`src/design/vma_pkg.sv`:
```
`timescale 1ns / 1ps

package vma_pkg;

	localparam int DATA_W            = 32;
	localparam int WINDOW_LENGTH_DEF = 8;

	// Widest dividend: a 33-bit position difference times 1000 needs 43 bits.
	localparam int DVD_W  = 43;
	localparam int DVR_W  = 32;
	localparam int STEP_W = $clog2(DVD_W + 1);

	localparam logic signed [DVD_W-1:0] MS_PER_SECOND = DVD_W'(1000);

	typedef struct packed {
		logic        [DATA_W-1:0] time_ms;
		logic signed [DATA_W-1:0] position;
	} sample_t;

	typedef struct packed {
		logic signed [DATA_W-1:0] velocity;
		logic                     velocity_valid;
	} result_t;

	typedef struct packed {
		logic              start;
		logic [STEP_W-1:0] steps;
		logic [DVD_W-1:0]  dividend;
		logic [DVR_W-1:0]  divisor;
	} div_req_t;

	typedef struct packed {
		logic             done;
		logic [DVD_W-1:0] quotient;
	} div_rsp_t;

	typedef enum logic [3:0] {
		ST_IDLE,
		ST_PREP,
		ST_MUL,
		ST_DIV1_GO,
		ST_DIV1_WAIT,
		ST_SAT,
		ST_ACC,
		ST_DIV2_GO,
		ST_DIV2_WAIT,
		ST_FIN,
		ST_EMIT
	} state_t;

endpackage

```
`src/design/vma_ram.sv`:
```
`timescale 1ns / 1ps

module vma_ram #(
	parameter int WIDTH  = 32,
	parameter int DEPTH  = 8,
	parameter int ADDR_W = (DEPTH > 1) ? $clog2(DEPTH) : 1
) (
	input  logic              clk,
	input  logic              we,
	input  logic [ADDR_W-1:0] waddr,
	input  logic [WIDTH-1:0]  wdata,
	input  logic [ADDR_W-1:0] raddr,
	output logic [WIDTH-1:0]  rdata
);

	logic [WIDTH-1:0] mem [DEPTH];

	always_ff @(posedge clk) begin
		if (we) begin
			mem[waddr] <= wdata;
		end
		rdata <= mem[raddr];
	end

endmodule

```
`src/design/vma_div.sv`:
```
`timescale 1ns / 1ps

module vma_div
	import vma_pkg::*;
(
	input  logic     clk,
	input  logic     arst_n,
	input  div_req_t req,
	output div_rsp_t rsp
);

	logic [DVR_W:0]    rem_q;
	logic [DVD_W-1:0]  quo_q;
	logic [DVR_W-1:0]  dvr_q;
	logic [STEP_W-1:0] cnt_q;
	logic              busy_q;
	logic              done_q;

	logic [DVR_W:0] rem_shift;
	logic           ge;
	logic [DVR_W:0] rem_next;

	// Restoring division, one quotient bit per cycle. The dividend is loaded
	// left aligned so that only the requested number of steps is run.
	always_comb begin
		rem_shift = {rem_q[DVR_W-1:0], quo_q[DVD_W-1]};
		ge        = rem_shift >= {1'b0, dvr_q};
		rem_next  = ge ? (rem_shift - {1'b0, dvr_q}) : rem_shift;
	end

	always_ff @(posedge clk or negedge arst_n) begin
		if (!arst_n) begin
			busy_q <= 1'b0;
			done_q <= 1'b0;
			cnt_q  <= '0;
		end else begin
			done_q <= 1'b0;
			if (req.start) begin
				busy_q <= 1'b1;
				cnt_q  <= req.steps;
			end else if (busy_q) begin
				cnt_q <= cnt_q - STEP_W'(1);
				if (cnt_q == STEP_W'(1)) begin
					busy_q <= 1'b0;
					done_q <= 1'b1;
				end
			end
		end
	end

	always_ff @(posedge clk) begin
		if (req.start) begin
			rem_q <= '0;
			quo_q <= req.dividend;
			dvr_q <= req.divisor;
		end else if (busy_q) begin
			rem_q <= rem_next;
			quo_q <= {quo_q[DVD_W-2:0], ge};
		end
	end

	assign rsp.done     = done_q;
	assign rsp.quotient = quo_q;

endmodule

```
`src/design/velocity_moving_average.sv`:
```
`timescale 1ns / 1ps

// Velocity estimator with a moving average over timestamped position samples.
// The sample channel carries a millisecond timestamp and a signed Q15.16
// position; a sample transfers when sample_valid is high and sample_stall low.
// Every sample yields exactly one transfer on the result channel, carrying the
// averaged velocity and a flag that tells whether a velocity was computed.
// A velocity sample spends almost all of its time in the shared serial
// divider: 43 steps for the slope and 32 + clog2(WINDOW_LENGTH) steps for the
// average. Samples with a zero timestamp, or that give no velocity, skip the
// divider and pass from ST_PREP straight to ST_EMIT. The next sample can
// transfer once a result is registered and the block is back in ST_IDLE.
// One sample is in work at a time and sample_stall stays high until its result
// sits in the output register. When result_stall holds that register, the
// block finishes the next sample and then waits to hand it on.
// Reset forgets the previous sample and empties the velocity window; the
// window memory itself is not cleared, since entries are only read once the
// window has been filled.
module velocity_moving_average
	import vma_pkg::*;
#(
	parameter int WINDOW_LENGTH = WINDOW_LENGTH_DEF
) (
	input  logic    clk,
	input  logic    arst_n,
	input  logic    sample_valid,
	output logic    sample_stall,
	input  sample_t sample,
	output logic    result_valid,
	input  logic    result_stall,
	output result_t result
);

	localparam int SUM_W  = DATA_W + $clog2(WINDOW_LENGTH);
	localparam int FILL_W = $clog2(WINDOW_LENGTH + 1);
	localparam int SLOT_W = (WINDOW_LENGTH > 1) ? $clog2(WINDOW_LENGTH) : 1;

	localparam logic [DVD_W-1:0] MAG_POS_MAX = DVD_W'(64'h7FFF_FFFF);
	localparam logic [DVD_W-1:0] MAG_NEG_MAX = DVD_W'(64'h8000_0000);

	state_t state_q, state_d;

	sample_t                  smp_q;
	logic signed [DATA_W-1:0] prev_pos_q;
	logic        [DATA_W-1:0] prev_time_q;
	logic                     have_prev_q;
	logic        [FILL_W-1:0] fill_q;
	logic        [SLOT_W-1:0] slot_q;
	logic signed [SUM_W-1:0]  sum_q;

	logic signed [DATA_W:0]   dp_q;
	logic        [DATA_W-1:0] dt_q;
	logic signed [DVD_W-1:0]  prod_q;
	logic signed [DATA_W-1:0] inst_q;
	logic                     neg_q;
	logic signed [DATA_W-1:0] vel_q;
	logic                     vld_q;

	result_t res_q;
	logic    res_valid_q;

	div_req_t div_req;
	div_rsp_t div_rsp;

	logic [DATA_W-1:0] old_vel;
	logic              win_full;
	logic              res_free;
	logic              do_velocity;
	logic [DVD_W-1:0]  prod_mag;
	logic [SUM_W-1:0]  sum_mag;
	logic [DATA_W-1:0] inst_d;
	logic [DATA_W-1:0] qlow;

	vma_div u_div (
		.clk    (clk),
		.arst_n (arst_n),
		.req    (div_req),
		.rsp    (div_rsp)
	);

	vma_ram #(
		.WIDTH (DATA_W),
		.DEPTH (WINDOW_LENGTH)
	) u_window (
		.clk   (clk),
		.we    (state_q == ST_ACC),
		.waddr (slot_q),
		.wdata (inst_q),
		.raddr (slot_q),
		.rdata (old_vel)
	);

	always_comb begin
		win_full    = fill_q == FILL_W'(WINDOW_LENGTH);
		res_free    = !res_valid_q || !result_stall;
		do_velocity = have_prev_q && (smp_q.time_ms > prev_time_q);
		prod_mag    = prod_q[DVD_W-1] ? DVD_W'(-prod_q) : DVD_W'(prod_q);
		sum_mag     = sum_q[SUM_W-1] ? SUM_W'(-sum_q) : SUM_W'(sum_q);
		qlow        = div_rsp.quotient[DATA_W-1:0];

		// Saturate the slope magnitude back to a signed 32-bit velocity.
		if (neg_q) begin
			inst_d = (div_rsp.quotient > MAG_NEG_MAX) ? 32'h8000_0000 : (~qlow + 32'd1);
		end else begin
			inst_d = (div_rsp.quotient > MAG_POS_MAX) ? 32'h7FFF_FFFF : qlow;
		end
	end

	always_comb begin
		div_req.start    = 1'b0;
		div_req.steps    = STEP_W'(DVD_W);
		div_req.dividend = prod_mag;
		div_req.divisor  = dt_q;
		if (state_q == ST_DIV1_GO) begin
			div_req.start = 1'b1;
		end else if (state_q == ST_DIV2_GO) begin
			div_req.start    = 1'b1;
			div_req.steps    = STEP_W'(SUM_W);
			div_req.dividend = {sum_mag, {(DVD_W - SUM_W){1'b0}}};
			div_req.divisor  = DVR_W'(fill_q);
		end
	end

	always_ff @(posedge clk or negedge arst_n) begin
		if (!arst_n) begin
			state_q <= ST_IDLE;
		end else begin
			state_q <= state_d;
		end
	end

	always_comb begin
		state_d      = state_q;
		sample_stall = 1'b1;
		unique case (state_q)
			ST_IDLE: begin
				sample_stall = 1'b0;
				if (sample_valid) begin
					state_d = ST_PREP;
				end
			end
			ST_PREP: begin
				if (smp_q.time_ms != '0 && do_velocity) begin
					state_d = ST_MUL;
				end else begin
					state_d = ST_EMIT;
				end
			end
			ST_MUL:       state_d = ST_DIV1_GO;
			ST_DIV1_GO:   state_d = ST_DIV1_WAIT;
			ST_DIV1_WAIT: if (div_rsp.done) state_d = ST_SAT;
			ST_SAT:       state_d = ST_ACC;
			ST_ACC:       state_d = ST_DIV2_GO;
			ST_DIV2_GO:   state_d = ST_DIV2_WAIT;
			ST_DIV2_WAIT: if (div_rsp.done) state_d = ST_FIN;
			ST_FIN:       state_d = ST_EMIT;
			ST_EMIT:      if (res_free) state_d = ST_IDLE;
			default:      state_d = ST_IDLE;
		endcase
	end

	// Estimator state: previous sample and window bookkeeping.
	always_ff @(posedge clk or negedge arst_n) begin
		if (!arst_n) begin
			prev_pos_q  <= '0;
			prev_time_q <= '0;
			have_prev_q <= 1'b0;
			fill_q      <= '0;
			slot_q      <= '0;
			sum_q       <= '0;
		end else begin
			if (state_q == ST_PREP && smp_q.time_ms != '0) begin
				prev_pos_q  <= smp_q.position;
				prev_time_q <= smp_q.time_ms;
				have_prev_q <= 1'b1;
			end
			// The entry being overwritten leaves the sum once the window is full.
			if (state_q == ST_DIV1_GO && win_full) begin
				sum_q <= sum_q - SUM_W'($signed(old_vel));
			end
			if (state_q == ST_ACC) begin
				sum_q  <= sum_q + SUM_W'(inst_q);
				slot_q <= (slot_q == SLOT_W'(WINDOW_LENGTH - 1)) ? '0 : slot_q + SLOT_W'(1);
				if (!win_full) begin
					fill_q <= fill_q + FILL_W'(1);
				end
			end
		end
	end

	always_ff @(posedge clk) begin
		unique case (state_q)
			ST_IDLE: begin
				if (sample_valid) begin
					smp_q <= sample;
				end
			end
			ST_PREP: begin
				dp_q  <= $signed({smp_q.position[DATA_W-1], smp_q.position})
				       - $signed({prev_pos_q[DATA_W-1], prev_pos_q});
				dt_q  <= smp_q.time_ms - prev_time_q;
				vel_q <= '0;
				vld_q <= 1'b0;
			end
			ST_MUL: begin
				prod_q <= DVD_W'($signed(dp_q)) * MS_PER_SECOND;
			end
			ST_DIV1_GO: begin
				neg_q <= prod_q[DVD_W-1];
			end
			ST_SAT: begin
				inst_q <= inst_d;
			end
			ST_DIV2_GO: begin
				neg_q <= sum_q[SUM_W-1];
			end
			ST_FIN: begin
				vel_q <= neg_q ? (~qlow + 32'd1) : qlow;
				vld_q <= 1'b1;
			end
			default: begin
			end
		endcase
	end

	// Output register: holds a result until its transfer completes.
	always_ff @(posedge clk or negedge arst_n) begin
		if (!arst_n) begin
			res_valid_q <= 1'b0;
		end else if (state_q == ST_EMIT && res_free) begin
			res_valid_q <= 1'b1;
		end else if (!result_stall) begin
			res_valid_q <= 1'b0;
		end
	end

	always_ff @(posedge clk) begin
		if (state_q == ST_EMIT && res_free) begin
			res_q.velocity       <= vel_q;
			res_q.velocity_valid <= vld_q;
		end
	end

	assign result_valid = res_valid_q;
	assign result       = res_q;

endmodule
```
`config.mk`:
```
export PLATFORM = sky130hd
export DESIGN_NAME = velocity_moving_average
export DESIGN_NICKNAME = d
export VERILOG_FILES = /design/src/design/vma_pkg.sv /design/src/design/vma_ram.sv /design/src/design/vma_div.sv /design/src/design/velocity_moving_average.sv
export SDC_FILE = /design/constraint.sdc
export NUM_CORES = 2
export LEC_CHECK = 0
export ABC_AREA = 0
export BUFFER_PORTS_ARGS = -buffer_cell sky130_fd_sc_hd__buf_2
export CORE_MARGIN = 1.5
export CORE_UTILIZATION = 60
export CTS_CLUSTER_SIZE = 14
export DETAILED_ROUTE_END_ITERATION = 12
export PLACE_DENSITY = 0.75
export SETUP_SLACK_MARGIN = 0.5
export SLEW_MARGIN = 5
export SYNTH_ARGS = -nofsm -noshare
export SYNTH_HDL_FRONTEND = slang
export SYNTH_SLANG_ARGS = --single-unit
export TNS_END_PERCENT = 50
```
`constraint.sdc`:
```
create_clock -name clk -period 9.65 [get_ports clk]
set_input_delay 0.4825 -clock clk [delete_from_list [all_inputs] [get_ports clk]]
set_output_delay 0.4825 -clock clk [all_outputs]
set_load 0.01 [all_outputs]
```
Word-level counts from Yosys, hierarchy flattened. Memory sizes are Yosys's and may differ from the RTL's. A register that Yosys moved wholly into a read port is not among the register bits. Index checks and enable logic that the tools add are counted.

$add $sub $neg: 11. Multipliers: 1. Magnitude comparators: 4. Equal/unequal tests: 18. Multiplexer cells: 37. Bitwise gates (word level): 2. Reduce and logical (&&, ||, !) cells: 17.

Operators with widths (number): $mux 32 (5); $mux 43 (3); $mux 35 (3); $mux 82 (1); $mux 81 (1); $pmux 32 s2 (1); $sub 32x32->32 (2); $pmux 4 s11 (1); $gt 43x31->1 const B (1); $gt 43x32->1 const B (1); $neg 43->43 (1); $mul 33x8->40 const B (1); $add 35x32->35 (1); $neg 35->35 (1); $sub 35x32->35 (1); $ge 33x32->1 (1); $sub 32x32->33 (1); $add 32x1->32 const B (1); $gt 32x32->1 (1); $not 32->32 (1); $reduce_bool 32->1 (1); $mux 4 (5); $eq 4x3->1 const B (4); $eq 4x4->1 const B (4); 21 further kinds (47).

Bits in registers: 495. RAM bits: 256. Input bits: 68. Output and inout port bits: 35. Word-level logic and storage cells: 116. Memories: 1.

Memory list: u_window.mem (words 8, width 32, rd ports 1, clocked after Yosys merged registers in 1, wr ports 1, line vma_ram.sv:16) `logic [WIDTH-1:0] mem [DEPTH];`.

Longest topological paths before layout.
Word-level depth: 5. Mapped depth: 20. Depth with buffers taken out: 20.

Cells and area by module. From an unflattened synthesis, not the netlist that was laid out.

Cells, all modules: 3944. Area, all modules: 45537.4 um^2.

By module, submodules not included: velocity_moving_average (times used 1, cells each 2916, area an instance 28614.9 um^2, seq. area each 10850.4 um^2); vma_ram (times used 1, cells each 415, area an instance 10466.3 um^2, seq. area each 8328.0 um^2); vma_div (times used 1, cells each 613, area an instance 6456.2 um^2, seq. area each 3093.0 um^2).

Worst setup path after synthesis. No wires, ideal clock.

Kind: register to register. Start point: register state_q[1]. End point: register prev_pos_q[30]. Library setup time: 0.125 ns. Arrival: 6.930 ns. Required time: 9.525 ns. Path slack: 2.595 ns. Stages on the path, launching flop included: 8. Buffers on the path: 3. Clock period less this slack: 7.055 ns. Path through: dfrtp_1 -> clkbuf_1 -> nand2b_1 -> nor3_1 -> o21ai_1 -> clkbuf_1 -> clkbuf_1 -> mux2_2.

Cells in the longest elaborated chain, start to end: 2.

Ends and longest elaborated chain: start: declaration (line velocity_moving_average.sv:41) `state_t state_q, state_d;`; start signal: assignment (line velocity_moving_average.sv:128) `state_q <= state_d;`; $eq 4x1->1 (line velocity_moving_average.sv:172) `if (state_q == ST_PREP && smp_q.time_ms != '0) begin`; $logic_and 1x1->1 (line velocity_moving_average.sv:172); end signal: assignment (line velocity_moving_average.sv:173) `prev_pos_q <= smp_q.position;`; end: declaration (line velocity_moving_average.sv:44) `logic signed [DATA_W-1:0] prev_pos_q;`.

No other way between the ends. A chain may end at the register's enable or synchronous reset.

Worst setup path in the final report.
Start point: register u_window.rdata[6], read port of u_window.mem. End point: register sum_q[31].

Cells in the longest elaborated chain, start to end: 3.

Ends and longest elaborated chain: start: declaration (line vma_ram.sv:13) `output logic [WIDTH-1:0] rdata`; $sub 35x32->35 (line velocity_moving_average.sv:179) `sum_q <= sum_q - SUM_W'($signed(old_vel));`; $mux 35 (line velocity_moving_average.sv:178) `if (state_q == ST_DIV1_GO && win_full) begin`; $mux 35 (line velocity_moving_average.sv:181) `if (state_q == ST_ACC) begin`; end signal: assignment (line velocity_moving_average.sv:179); end signal: assignment (line velocity_moving_average.sv:182) `sum_q <= sum_q + SUM_W'(inst_q);`; end: declaration (line velocity_moving_average.sv:49) `logic signed [SUM_W-1:0] sum_q;`.

No other way between the ends. The select of a mux whose other input is x is not followed.

==> impl_metrics.tcl <==
set metrics [dict create \
    status "complete, no violations" \
    drtIter0Drc 2860 \
    row_count 99 \
    ant_nets 0 \
    cts_resized 0 \
    setup_violations 0 \
    overflow 0 \
    wl_per_cell_um 19.73 \
    dr.pass1.iters 6 \
    grt_pass1_wl_um 159800 \
    start_kind "register" \
    cts_tree "yes" \
    dr_total_vias 30650 \
    finalClockSkew_ps 75.35 \
    clk_pin_slew_ps 60 \
    avgSynthCellArea_um2 11.07 \
    core_mm2 0.07296 \
    hold_viol 0 \
    root_buffer "clkbuf_16" \
    synth-seq-area-share_pct 50.29 \
    synthesis.area_mm2 0.04428 \
    start_util_pct 60.70 \
    drive_above_1_share_pct 9.197 \
    synth_edf_count 599 \
    synth_ff_type "edfxtp_1" \
    layout_common_cells "edfxtp_1 (599), inv_1 (494), nand2_1 (287)" \
    dieArea_mm2 0.07545 \
    synth_cell_types 79 \
    grt_max_degree 68 \
    crit_path_max_incr_delay_ps 740 \
    worst-setup-path-type "register to register" \
    worstPathRequired_ps 10170 \
    h-tree-depth 3 \
    ys_async_sr_fraction_pct 15.33 \
    grt_util_all_layers_pct 27.02 \
    cts_buffers 82 \
    rsz0062_at_grt "false" \
    layout_commonest_cell "edfxtp_1" \
    crit_family "simple AND/OR/NAND/NOR gates" \
    synthCells 4000 \
    critPathBufInv 0 \
    worstPathCellList "or4_1 > nor3_1 > nand3_1 > or4_1 > xnor2_1 > o21ai_0 > ha_1 > a21o_1 > nor2_1 > o21ai_0 > a31o_2 > a2111oi_0 > o31ai_1 > or4_1 > a31oi_1 > xnor2_1 > o21ai_0" \
    die-height_um 274.7 \
    setup.worst_path.end_class "register" \
    hold_class "primary input to register" \
    grt_pass1_vias 29780 \
    final.period_utilization_pct 57.92 \
    yosysWarnings 0 \
    nets 4568 \
    die_x_um 274.7 \
    cts_buffer_depth 3 \
    num_io_pins 103 \
    crit_arrival_ps 6110 \
    syn_nets 4452 \
    slew_violations 0 \
    slowest_stage "a2111oi_0" \
    syn_to_final_growth_pct 11.22 \
    fin_crit_ps 5589 \
    slew_headroom_pct 24.40 \
    antenna_found_initial 1 \
    clock-sinks 783 \
    port_buffers 102 \
    crit_fanout 8 \
    clk_latency_ps 670 \
    fillerInstances 5316 \
    drc 0 \
    wirelength_um 101500 \
    synth_seq_cells 783 \
    timing.fmax_ghz 0.1789 \
    fin_setup_tns_ps 0 \
    cap_violations 0 \
    routabilityCongestion 0.9145 \
    vias_per_cell 5.956 \
    dp_hpwl_um 69560 \
    tightestPinTransition_ps 1131 \
]
==> what timing repair did <==
| action | CTS | global route |
|---|---|---|
| buffers inserted | 0 | 0 |
| hold buffers | 46 | 0 |
| endpoints found under the hold margin | 108 | 0 |
==> synthesized netlist by cell type (47+ instances only) <==
library cell  number  area (µm²)
mux2_2            65       732.0
a21o_1            99       743.2
a21oi_1          156       780.8
xnor2_1          130        1139
nor3_1            59       295.3
dfrtp_1          120        3003
and2_1            47       294.0
dfxtp_1           64        1281
fa_1             130        2603
ha_1             254        3178
a22oi_1          154        1156
clkbuf_1         141       529.3
nand2_1          287        1077
inv_1            495        1858
edfxtp_1         599       17990
nand4_1           71       444.2
o21ai_0          256        1281
xor2_1           145        1270
nor2_1           196       735.7
==> flip-flops by register name, indices dropped and copies added, names as in the netlist, 3 cells and up <==
| name | flops |
|---|---|
| inst_q | 32 |
| sum_q | 35 |
| u_window.mem | 256 |
| dp_q | 33 |
| vel_q | 32 |
| u_div.rem_q | 32 |
| slot_q | 3 |
| prev_time_q | 32 |
| state_q | 4 |
| result | 33 |
| u_div.dvr_q | 32 |
| fill_q | 4 |
| dt_q | 32 |
| prod_q | 40 |
| smp_q | 64 |
| u_div.quo_q | 43 |
| u_div.cnt_q | 6 |
| prev_pos_q | 32 |
| u_window.rdata | 32 |
==> cells by family (layout without fill, tap and decap cells) <==
family,Yosys count,after routing,share of synthesized area [%]
AOI/OAI and AO/OA,906,906,13.38
DFF,783,783,50.29
xor gates and xnor gates,275,275,5.439
adders and majority gates,384,384,13.05
and+or+nand+nor,916,916,10.17
buffers and inverters,649,835,5.518
other,0,1,0
muxes,87,87,2.150
==> stage by stage <==
stage	cells	util, %	hold slack, ps	worst slack, ps	cell area [µm²]
detailed placement	4945	62.78	405.4	4151	45800
global placement	4945	62.78	402.7	4070	45800
CTS	5145	67.51	0.1295	4078	49250
global route	5146	67.51	1.957	3658	49250
finish	5146	67.51	31.44	4061	49250
floorplan	4000	-	186.9	2595	44290
==> worst register-to-register path: cells and delay by family (launching register included) <==
family | cells | cell delay [ps]
xor gates and xnor gates | 2 | 310
adders and majority gates | 1 | 400
DFF | 1 | 350
AOI/OAI and AO/OA | 8 | 2130
and+or+nand+nor | 6 | 2260
==> final cells by class <==
class                           count  area (µm²)  area share, %
Antenna cell                        1       2.502       0.005081
Clock buffer                      105        2240          4.547
Clock inverter                     49       747.0          1.517
Inverter                          495        1858          3.772
Multi-Input combinational cell   2568       19670          39.94
Sequential cell                   783       22270          45.22
Tap cell                          959        1200          2.436
Timing Repair Buffer              186        1262          2.563
==> path summary, 6_finish.rpt <==
check	startpoint	to	slack (ps)	depth (start not counted)
worst max-delay path	u_window.rdata[6]	sum_q[31]	4060	17
worst min-delay path	sample[16]	smp_q[16]	30	1
worst max register to register	u_window.rdata[6]	sum_q[31]	4060	17
worst min register to register	vel_q[19]	result[20]	410	0
max in group asynchronous	arst_n	sum_q[10]	7790	3
min in group asynchronous	arst_n	prev_time_q[6]	460	2
==> routing by layer <==
layer / wire length, µm / global-route usage [%] / vias up
met3: 7768 / 3.753 / 146
met2: 48150 / 44.89 / 1131
li1: - / - / 14490
met5: 0 / 0 / -
met1: 43500 / 37.80 / 14890
met4: 2098 / 6.449 / 0
Power is not shown: default switching activity piles up to over one toggle a cycle in this logic, so the estimate is an artifact.
